--- src/design/rsrs_pkg.sv ---
// Shared constants, command codes and controller/datapath interface types for the row store.
`timescale 1ns / 1ps

package rsrs_pkg;

  // Fixed field widths of the command and result ports
  localparam int KEY_W    = 32;
  localparam int ROW_ID_W = 6;
  localparam int COUNT_W  = 7;

  // Command codes
  localparam logic [1:0] CMD_INSERT = 2'd0;
  localparam logic [1:0] CMD_SELECT = 2'd1;
  localparam logic [1:0] CMD_DELETE = 2'd2;

  // Controller to datapath commands
  typedef struct packed {
    logic load;        // capture the command operands
    logic ins_free;    // insert at the popped row id
    logic ins_fresh;   // insert at the high-water row
    logic ins_full;    // report a refused insert
    logic scan_clear;  // reset scan index, pending match and count
    logic scan_step;   // issue a row read and advance the scan index
    logic finish;      // emit the closing result of a range command
  } ctrl_t;

  // Datapath to controller status
  typedef struct packed {
    logic free_nonempty;
    logic fresh_avail;
    logic hw_zero;
    logic scan_last;
  } stat_t;

endpackage

--- src/design/rsrs_ctrl.sv ---
// Command sequencer for the row store: dispatches inserts and steps range scans.
`timescale 1ns / 1ps

module rsrs_ctrl (
  input  logic              clk,
  input  logic              rst,
  input  logic              start,
  input  logic [1:0]        cmd,
  input  rsrs_pkg::stat_t   stat,
  output logic              busy,
  output rsrs_pkg::ctrl_t   ctrl
);
  import rsrs_pkg::*;

  typedef enum logic [2:0] {
    S_IDLE,
    S_INS_FREE,
    S_INS_FRESH,
    S_INS_FULL,
    S_SCAN,
    S_SCAN_END,
    S_FINISH
  } state_t;

  state_t state;
  state_t state_next;

  // Next state and datapath commands
  always_comb begin
    state_next = state;
    ctrl       = '0;
    case (state)
      S_IDLE: begin
        if (start) begin
          ctrl.load = 1'b1;
          case (cmd)
            CMD_INSERT: begin
              if (stat.free_nonempty) begin
                state_next = S_INS_FREE;
              end else if (stat.fresh_avail) begin
                state_next = S_INS_FRESH;
              end else begin
                state_next = S_INS_FULL;
              end
            end
            CMD_SELECT, CMD_DELETE: begin
              ctrl.scan_clear = 1'b1;
              state_next      = stat.hw_zero ? S_FINISH : S_SCAN;
            end
            default: state_next = S_IDLE;
          endcase
        end
      end
      S_INS_FREE: begin
        ctrl.ins_free = 1'b1;
        state_next    = S_IDLE;
      end
      S_INS_FRESH: begin
        ctrl.ins_fresh = 1'b1;
        state_next     = S_IDLE;
      end
      S_INS_FULL: begin
        ctrl.ins_full = 1'b1;
        state_next    = S_IDLE;
      end
      S_SCAN: begin
        ctrl.scan_step = 1'b1;
        if (stat.scan_last) begin
          state_next = S_SCAN_END;
        end
      end
      // last row read is being evaluated
      S_SCAN_END: state_next = S_FINISH;
      S_FINISH: begin
        ctrl.finish = 1'b1;
        state_next  = S_IDLE;
      end
      default: state_next = S_IDLE;
    endcase
  end

  // State register and registered busy
  always_ff @(posedge clk) begin
    if (rst) begin
      state <= S_IDLE;
      busy  <= 1'b0;
    end else begin
      state <= state_next;
      busy  <= (state_next != S_IDLE);
    end
  end

endmodule

--- src/design/rsrs_datapath.sv ---
// Row store datapath: key, dead mark and free list memories, scan compare and result registers.
`timescale 1ns / 1ps

module rsrs_datapath #(
  parameter int ROWS = 64
) (
  input  logic                                clk,
  input  logic                                rst,
  input  rsrs_pkg::ctrl_t                     ctrl,
  input  logic [1:0]                          cmd,
  input  logic signed [rsrs_pkg::KEY_W-1:0]   key,
  input  logic signed [rsrs_pkg::KEY_W-1:0]   range_low,
  input  logic signed [rsrs_pkg::KEY_W-1:0]   range_high,
  output rsrs_pkg::stat_t                     stat,
  output logic                                strobe,
  output logic [rsrs_pkg::ROW_ID_W-1:0]       row_id,
  output logic                                matched,
  output logic [rsrs_pkg::COUNT_W-1:0]        deleted_count,
  output logic                                full_error,
  output logic                                last
);
  import rsrs_pkg::*;

  localparam int IDX_W = (ROWS > 1) ? $clog2(ROWS) : 1;
  localparam int CNT_W = $clog2(ROWS + 1);
  localparam logic [CNT_W-1:0] ROWS_C = CNT_W'(ROWS);

  // Memories
  logic signed [KEY_W-1:0] key_mem  [ROWS];
  logic                    dead_mem [ROWS];
  logic [IDX_W-1:0]        free_mem [ROWS];

  // Table counters
  logic [CNT_W-1:0] high_water;
  logic [CNT_W-1:0] free_top;
  logic [CNT_W-1:0] free_top_dec;

  // Captured operands
  logic signed [KEY_W-1:0] key_q;
  logic signed [KEY_W-1:0] low_q;
  logic signed [KEY_W-1:0] high_q;
  logic                    is_delete;

  // Scan state
  logic [CNT_W-1:0] scan_idx;
  logic             rd_valid;
  logic [IDX_W-1:0] rd_id;
  logic signed [KEY_W-1:0] key_rd;
  logic             dead_rd;
  logic [IDX_W-1:0] free_rd;
  logic             pend_valid;
  logic [IDX_W-1:0] pend_id;
  logic [CNT_W-1:0] del_cnt;

  // Write port controls
  logic             hit;
  logic             del_hit;
  logic             ins_any;
  logic [IDX_W-1:0] ins_id;
  logic             dead_we;
  logic [IDX_W-1:0] dead_wa;
  logic             free_we;

  assign free_top_dec = free_top - CNT_W'(1);

  // Status toward the controller
  assign stat.free_nonempty = (free_top != '0);
  assign stat.fresh_avail   = (high_water != ROWS_C);
  assign stat.hw_zero       = (high_water == '0);
  assign stat.scan_last     = ((scan_idx + CNT_W'(1)) == high_water);

  // Range test on the row read in the previous cycle
  assign hit     = rd_valid && !dead_rd && (key_rd >= low_q) && (key_rd <= high_q);
  assign del_hit = hit && is_delete;

  // Write address and enable selection
  assign ins_any = ctrl.ins_free || ctrl.ins_fresh;
  assign ins_id  = ctrl.ins_free ? free_rd : high_water[IDX_W-1:0];
  assign dead_we = ins_any || del_hit;
  assign dead_wa = ins_any ? ins_id : rd_id;
  assign free_we = del_hit && (free_top != ROWS_C);

  // Memory ports: one write and one registered read each
  always_ff @(posedge clk) begin
    if (ins_any) begin
      key_mem[ins_id] <= key_q;
    end
    if (dead_we) begin
      dead_mem[dead_wa] <= !ins_any;
    end
    if (free_we) begin
      free_mem[free_top[IDX_W-1:0]] <= rd_id;
    end
    key_rd  <= key_mem[scan_idx[IDX_W-1:0]];
    dead_rd <= dead_mem[scan_idx[IDX_W-1:0]];
    free_rd <= free_mem[free_top_dec[IDX_W-1:0]];
  end

  // Operand capture and scan bookkeeping
  always_ff @(posedge clk) begin
    if (ctrl.load) begin
      key_q     <= key;
      low_q     <= range_low;
      high_q    <= range_high;
      is_delete <= (cmd == CMD_DELETE);
    end
    if (ctrl.scan_clear) begin
      scan_idx <= '0;
      del_cnt  <= '0;
    end else if (ctrl.scan_step) begin
      scan_idx <= scan_idx + CNT_W'(1);
    end
    if (del_hit) begin
      del_cnt <= del_cnt + CNT_W'(1);
    end
    rd_id <= scan_idx[IDX_W-1:0];
    if (hit && !is_delete) begin
      pend_id <= rd_id;
    end
  end

  // Control registers: counters, read pipeline, pending match
  always_ff @(posedge clk) begin
    if (rst) begin
      high_water <= '0;
      free_top   <= '0;
      rd_valid   <= 1'b0;
      pend_valid <= 1'b0;
    end else begin
      rd_valid <= ctrl.scan_step;
      if (ctrl.ins_fresh) begin
        high_water <= high_water + CNT_W'(1);
      end
      if (ctrl.ins_free) begin
        free_top <= free_top_dec;
      end else if (free_we) begin
        free_top <= free_top + CNT_W'(1);
      end
      if (ctrl.scan_clear) begin
        pend_valid <= 1'b0;
      end else if (hit && !is_delete) begin
        pend_valid <= 1'b1;
      end
    end
  end

  // Result registers: one transfer per strobe cycle
  always_ff @(posedge clk) begin
    if (rst) begin
      strobe <= 1'b0;
    end else begin
      strobe <= 1'b0;
      if (ins_any) begin
        strobe        <= 1'b1;
        row_id        <= ROW_ID_W'(ins_id);
        matched       <= 1'b1;
        deleted_count <= '0;
        full_error    <= 1'b0;
        last          <= 1'b1;
      end else if (ctrl.ins_full) begin
        strobe        <= 1'b1;
        row_id        <= '0;
        matched       <= 1'b0;
        deleted_count <= '0;
        full_error    <= 1'b1;
        last          <= 1'b1;
      end else if (hit && !is_delete && pend_valid) begin
        // a newer match shows the held one is not the final result
        strobe        <= 1'b1;
        row_id        <= ROW_ID_W'(pend_id);
        matched       <= 1'b1;
        deleted_count <= '0;
        full_error    <= 1'b0;
        last          <= 1'b0;
      end else if (ctrl.finish) begin
        strobe        <= 1'b1;
        row_id        <= (!is_delete && pend_valid) ? ROW_ID_W'(pend_id) : '0;
        matched       <= !is_delete && pend_valid;
        deleted_count <= is_delete ? COUNT_W'(del_cnt) : '0;
        full_error    <= 1'b0;
        last          <= 1'b1;
      end
    end
  end

endmodule

--- src/design/row_store_range_scan_core.sv ---
// Top level of the row store with range select and range delete.
//
// Usage: a command is transferred at a rising edge with start high and busy
// low; cmd, key, range_low and range_high are sampled there. Results leave
// on row_id, matched, deleted_count, full_error and last, each valid for the
// single cycle in which strobe is high; the receiver cannot stall, so every
// strobe cycle is a transfer. last marks the final result of a command.
// Insert gives one result. Select and delete scan rows 0 .. high_water-1
// one row per cycle through the key memory read port. The result of an
// insert and the closing result of a scan come in the first cycle with
// busy low, when the next command may already be transferred. Each select
// match is held until the next one is found, the final one comes at the end.
// Command code 3 is dropped without a result. Reset (rst, synchronous)
// empties the table and free list; no clearing pass is needed.
`timescale 1ns / 1ps

module row_store_range_scan_core #(
  parameter int ROWS = 64
) (
  input  logic                                clk,
  input  logic                                rst,
  input  logic                                start,
  output logic                                busy,
  input  logic [1:0]                          cmd,
  input  logic signed [rsrs_pkg::KEY_W-1:0]   key,
  input  logic signed [rsrs_pkg::KEY_W-1:0]   range_low,
  input  logic signed [rsrs_pkg::KEY_W-1:0]   range_high,
  output logic                                strobe,
  output logic [rsrs_pkg::ROW_ID_W-1:0]       row_id,
  output logic                                matched,
  output logic [rsrs_pkg::COUNT_W-1:0]        deleted_count,
  output logic                                full_error,
  output logic                                last
);
  import rsrs_pkg::*;

  ctrl_t ctrl;
  stat_t stat;

  // Sequencer
  rsrs_ctrl u_ctrl (
    .clk   (clk),
    .rst   (rst),
    .start (start),
    .cmd   (cmd),
    .stat  (stat),
    .busy  (busy),
    .ctrl  (ctrl)
  );

  // Storage, compare and result registers
  rsrs_datapath #(
    .ROWS (ROWS)
  ) u_datapath (
    .clk           (clk),
    .rst           (rst),
    .ctrl          (ctrl),
    .cmd           (cmd),
    .key           (key),
    .range_low     (range_low),
    .range_high    (range_high),
    .stat          (stat),
    .strobe        (strobe),
    .row_id        (row_id),
    .matched       (matched),
    .deleted_count (deleted_count),
    .full_error    (full_error),
    .last          (last)
  );

endmodule
--- config.mk ---
export PLATFORM = sky130hd
export DESIGN_NAME = row_store_range_scan_core
export DESIGN_NICKNAME = d
export VERILOG_FILES = /design/src/design/rsrs_pkg.sv /design/src/design/rsrs_ctrl.sv /design/src/design/rsrs_datapath.sv /design/src/design/row_store_range_scan_core.sv
export SDC_FILE = /design/constraint.sdc
export NUM_CORES = 2
export LEC_CHECK = 0
export ABC_AREA = 1
export BUFFER_PORTS_ARGS = -buffer_cell sky130_fd_sc_hd__buf_2
export CORE_ASPECT_RATIO = 0.6
export CORE_MARGIN = 2
export CORE_UTILIZATION = 61
export CTS_CLUSTER_DIAMETER = 120
export DETAILED_ROUTE_END_ITERATION = 6
export PLACE_DENSITY = 0.77
export SYNTH_ARGS = -nofsm -noshare
export SYNTH_HDL_FRONTEND = slang
export SYNTH_HIERARCHICAL = 1
export SYNTH_SLANG_ARGS = --single-unit
--- constraint.sdc ---
create_clock -name clk -period 22 [get_ports clk]
set_clock_uncertainty 0.2 [all_clocks]
set_input_delay 4.4 -clock clk [delete_from_list [all_inputs] [get_ports clk]]
set_output_delay 4.4 -clock clk [all_outputs]
set_load 0.1 [all_outputs]
Word-level counts from Yosys, hierarchy flattened

Memories as Yosys holds them, arrays and structs flattened. A register that Yosys moved wholly into a read port is not among the register bits.
Cells that the tools add are included.

Bits in writable memories: 2496
Memories kept: 3
Flip-flop bits (word level): 160
Logic and storage cells: 116
Input bits: 101

Memories:

| name                | words | width | rd ports | clocked after memory_dff | wr ports | line                | text |
|---|---|---|---|---|---|---|---|
| u_datapath.key_mem  | 64    | 32    | 1        | 1                        | 1        | rsrs_datapath.sv:29 | `logic signed [KEY_W-1:0] key_mem [ROWS];` |
| u_datapath.free_mem | 64    | 6     | 1        | 1                        | 1        | rsrs_datapath.sv:31 | `logic [IDX_W-1:0] free_mem [ROWS];` |
| u_datapath.dead_mem | 64    | 1     | 1        | 1                        | 1        | rsrs_datapath.sv:30 | `logic dead_mem [ROWS];` |

Add/sub/neg operators: 5
Bitwise gates (word level): 1
$lt $le $gt $ge: 2
Reduce and logical (&&, ||, !) cells: 26
Mux-type cells: 48
Equal/unequal tests: 11

Operators with widths:

| operator                                          | count |
|---|---|
| 2-to-1 mux 6 bit                                  | 7 |
| 2-to-1 mux 7 bit                                  | 6 |
| >= comparator 32 bit                              | 1 |
| less-or-equal comparator 32 bit                   | 1 |
| 2-to-1 mux 1 bit                                  | 29 |
| adder 7 x 1 -> 7 bit (second input constant)      | 4 |
| != test 7 bit (second input constant)             | 2 |
| == test 3 bit (second input constant)             | 3 |
| 2-to-1 mux 3 bit                                  | 3 |
| one-hot mux 3 bit (3 select lines)                | 1 |
| logical AND 1 bit                                 | 8 |
| == test 7 bit                                     | 1 |
| logical NOT 7 bit                                 | 1 |
| nonzero test 7 bit                                | 1 |
| subtractor 7 x 1 -> 7 bit (second input constant) | 1 |
| == test 3 x 2 -> 1 bit (second input constant)    | 2 |
| one-hot mux 3 bit (2 select lines)                | 1 |
| OR reduction 2 bit                                | 3 |
| nonzero test 2 bit                                | 2 |
| nonzero test 4 bit                                | 1 |
| == test 3 x 1 -> 1 bit (second input constant)    | 1 |
| logical NOT 1 bit                                 | 3 |
| logical NOT 3 bit                                 | 1 |
| nonzero test 3 bit                                | 1 |
| other kinds (8)                                   | 9 |

Logic depth before layout (Yosys ltp)

Depth after elaboration: 9
Mapped depth: 22
Gate-level depth less buffers: 22

Hierarchy

Netlist, hierarchy kept.

By module, submodules not included:

| module        | seq. area each (um^2) | area each (um^2) | instances | cells each |
|---|---|---|---|---|
| rsrs_datapath | 80116.8               | 106398.3         | 1         | 8100 |
| rsrs_ctrl     | 80.1                  | 325.3            | 1         | 50 |

Worst setup path before layout

Ideal clock, no wire load.

Path kind: input-to-reg
Start: input port start
End: register u_datapath.high_q[0], enable pin
Setup time: 0.791 ns
Data required time: 21.009 ns
Stages on the path: 2
Data arrival time: 13.574 ns
Setup slack: 7.436 ns
Cell sequence: inv_1 nor4_1

RTL lines:

| what                   | line                            | text |
|---|---|---|
| start: declaration     | row_store_range_scan_core.sv:22 | `input logic start,` |
| end signal: assignment | rsrs_datapath.sv:104            | `high_q <= range_high;` |
| end: declaration       | rsrs_datapath.sv:41             | `logic signed [KEY_W-1:0] high_q;` |

==> flow_metrics.py <==
metrics = {
    "run_status": {
        "status": "finished, violations left",
        "violations": "design-rule violations",
    },
    "clock_network": {
        "cts_setup_buffers": 0,
        "cts_resized": 0,
        "cts_max_level": 4,
        "path_clk_slew_ps": 70,
        "root_buffer": "clkbuf_16",
        "tritoncts": "yes",
        "cts_sinks": 2695,
        "clock_latency_ps": 900,
        "postCtsHoldBufs": 0,
        "cts_buffer_depth": 4,
        "cts_made_buffers": 232,
    },
    "synthesis": {
        "yosysMostFrequentCell": "edfxtp_1",
        "synth_commonest_cells": "edfxtp_1 (2622), nor2_1 (1869), o21ai_0 (1439)",
        "netlist_area_um2": 107000,
        "synth_simple_gate_area_share": 0.0801,
        "yosysWarnings": 6,
        "synthDominantCellAreaShare": 0.738,
        "ys_seq_area_frac": 0.751,
        "synth_compound_area_frac": 0.126,
        "synthXorXnorAreaFrac": 0.00131,
        "syn-num-nets": 8323,
        "synth_top_family_by_area": "compound AO/OA/AOI/OAI gates",
        "synth_flop_cell": "edfxtp_1",
        "ys_async_sr_fraction": 0,
        "synth_top_cell_by_area": "edfxtp_1",
        "ys_types": 49,
        "synth_edf_count": 2622,
        "synth_mux_area_frac": 0.00441,
        "synthCells": 8150,
        "synth_seq_cells": 2695,
        "synthAdderAreaFrac": 0.00844,
        "syn_avg_cell_area_um2": 13.1,
        "synthTopCellsByArea": "edfxtp_1 (74%), o21ai_0 (6.7%), nor2_1 (6.6%), o22ai_1 (3.9%), dfxtp_1 (1.4%)",
    },
    "die": {
        "die_w_um": 544,
        "num_rows": 118,
        "dieArea_um2": 178000,
        "core-area_um2": 173000,
        "initial_core_util": 0.616,
        "fp.dieH_um": 328,
        "ioPinCount": 119,
    },
    "sta": {
        "setup_viol": 0,
        "finalSetupTns_ps": 0,
        "slew_headroom": 0.0781,
        "rsz0062_at_grt": "false",
        "hold_viol": 0,
        "slew_violations": 0,
        "setup_slack_ps": 15660,
        "fmax_mhz": 158,
        "finalCritPeriodShare": 0.288,
        "finalCriticalPeriod_ps": 6340,
        "tightestPinTransition_ps": 1380,
        "holdWs_ps": 347,
    },
    "routing": {
        "vias": 70100,
        "firstDrtPassIters": 7,
        "wirelength_um": 282000,
        "wire_per_inst_um": 26.5,
        "drc_errors": 1,
        "via_per_inst": 6.59,
        "drtIter0Drc": 13000,
        "drtAntennaViolNets": 0,
    },
    "cells_and_area": {
        "layout.cells.non_filler": 10600,
        "multi_input_area_um2": 24000,
        "syn_to_final_growth_pct": 9.73,
        "final_util": 0.676,
        "drive_gt1_frac": 0.0866,
        "regArea_um2": 80200,
        "layout.nets": 8285,
        "fillerInstances": 11500,
    },
    "worst_setup_path": {
        "crit_type": "reg -> reg",
        "path_cells": "inv_16 > buf_4 > buf_4 > buf_4 > buf_4 > buf_4 > o21ai_0 > o22ai_1 > nor2_1 > o32ai_1 > o21ai_1 > o22ai_1",
        "cp_common_cell": "buf_4",
        "cp_slowest_cell": "buf_4",
        "required_ps": 22610,
        "r2r_cells": 12,
        "slowest_delay_ps": 740,
        "worst_setup_path_start_kind": "register",
        "cp-end-kind": "register",
        "cp_max_fo": 233,
        "crit_arrival_ps": 6950,
    },
    "pwr": {
        "p_leak_nw": 37.7,
        "ir_worst_vdd_mv": 0.0992,
        "powerDensity_nw_per_um2": 112,
    },
    "placed_design": {
        "dpl.cell_count": 10200,
        "post-place-ws_ps": 15300,
        "gp_congestion": 0.896,
        "portBuffers": 118,
        "dp_hpwl_um": 159000,
    },
    "run": {
        "maxCapViolCount": 0,
    },
    "min_path": {
        "hold_path_class": "reg -> reg",
        "hold_depth": 1,
    },
    "grt": {
        "antenna_found_initial": 9,
        "grt_pass1_wl_um": 415000,
        "grt_pass1_vias": 65300,
        "overflow": 0,
        "grt_util_all_layers": 0.312,
        "grt_max_degree": 234,
    },
}
sequential cells by signal, indices dropped and copies added, names as in the netlist, 3 cells and up:
name / flops
u_datapath/dead_mem: 64
u_datapath/rd_id: 6
u_datapath/high_water: 7
u_datapath/deleted_count: 7
u_datapath/row_id: 6
u_datapath/key_mem: 2048
u_datapath/low_q: 32
u_datapath/free_top: 7
u_ctrl/state: 3
u_datapath/high_q: 32
u_datapath/del_cnt: 7
u_datapath/free_mem: 384
u_datapath/free_rd: 6
u_datapath/key_rd: 32
u_datapath/scan_idx: 7
u_datapath/key_q: 32
u_datapath/pend_id: 6
cells by family (layout without fill, tap and decap cells):
logic type	count (synthesis)	after routing
other	0	3
buffers and inverters	738	889
AOI/OAI and AO/OA	2383	2383
xor gates and xnor gates	16	16
muxes	47	47
and+or+nand+nor	2199	2199
adders and majority gates	72	72
DFF	2695	2695
cells in the final DEF (no fill, tap or decap), types with 5 or more instances in the layout:
cell type,Yosys,layout
clkinv_1,3,50
nor2_4,2,60
edfxtp_1,2622,2622
o21ai_0,1439,1439
bufinv_16,0,22
ha_1,72,71
nor3_1,22,17
buf_4,14,155
clkbuf_1,380,60
buf_12,0,6
nand2_1,187,187
or2_2,7,7
dfxtp_1,73,60
clkbuf_16,0,233
clkinv_2,1,36
mux2i_1,47,47
inv_1,178,175
inv_6,0,6
dfxtp_4,0,6
o32ai_1,80,80
nand2_2,11,11
nand4_1,5,5
xor2_1,13,13
nor4_2,0,5
nor2_1,1869,1811
buf_2,140,118
a21oi_1,58,58
clkinvlp_4,0,7
nor3_2,3,8
clkbuf_8,0,8
o211ai_1,55,55
o22ai_1,658,658
o221ai_1,48,48
nand3_1,75,75
dfxtp_2,0,7
o21ai_1,28,28
routing by layer:
layer,share of wire,GRT usage
met1,0.39,0.483
met2,0.42,0.433
met3,0.16,0.0813
met4,0.031,0.0990
met5,0.00021,0
power breakdown:
group / total, mW / internal (mW) / switching (mW)
Sequential: 5.95 / 5.82 / 0.132
Clock: 4.04 / 2.23 / 1.81
Combinational: 3.15 / 0.824 / 2.32
Total: 13.1 / 8.88 / 4.26
cell type report:
cell class,count,share of cell area
antenna,3,0.0000641
inverter,187,0.00631
timing repair buffer,279,0.0160
clock buffer,301,0.0527
multi-input combinational,4717,0.205
tap,2340,0.0250
clock inverter,122,0.0101
sequential,2695,0.685
stage by stage:
stage | total power, mW | cell area (um^2)
after global placement | 8.97 | 110000
after global routing | 13.6 | 117000
after detailed placement | 9.07 | 110000
after floorplan | 8.00 | 107000
after CTS | 13.1 | 117000
final | 13.1 | 117000
worst max-delay path, delay by kind of cell (launching register included):
kind            cells  cell delay, ps
compound gates      5            1180
flops               1             590
buf+inv             6            4020
simple gates        1             120
worst paths after layout:
check / slack [ps] / to / from
min: 350 / u_datapath/last / u_datapath/pend_valid
min reg2reg: 350 / u_datapath/last / u_datapath/pend_valid
max: 15660 / u_datapath/key_rd[11] / u_datapath/scan_idx[0]
max reg2reg: 15660 / u_datapath/key_rd[11] / u_datapath/scan_idx[0]
Power figures use the tool's default switching activity.
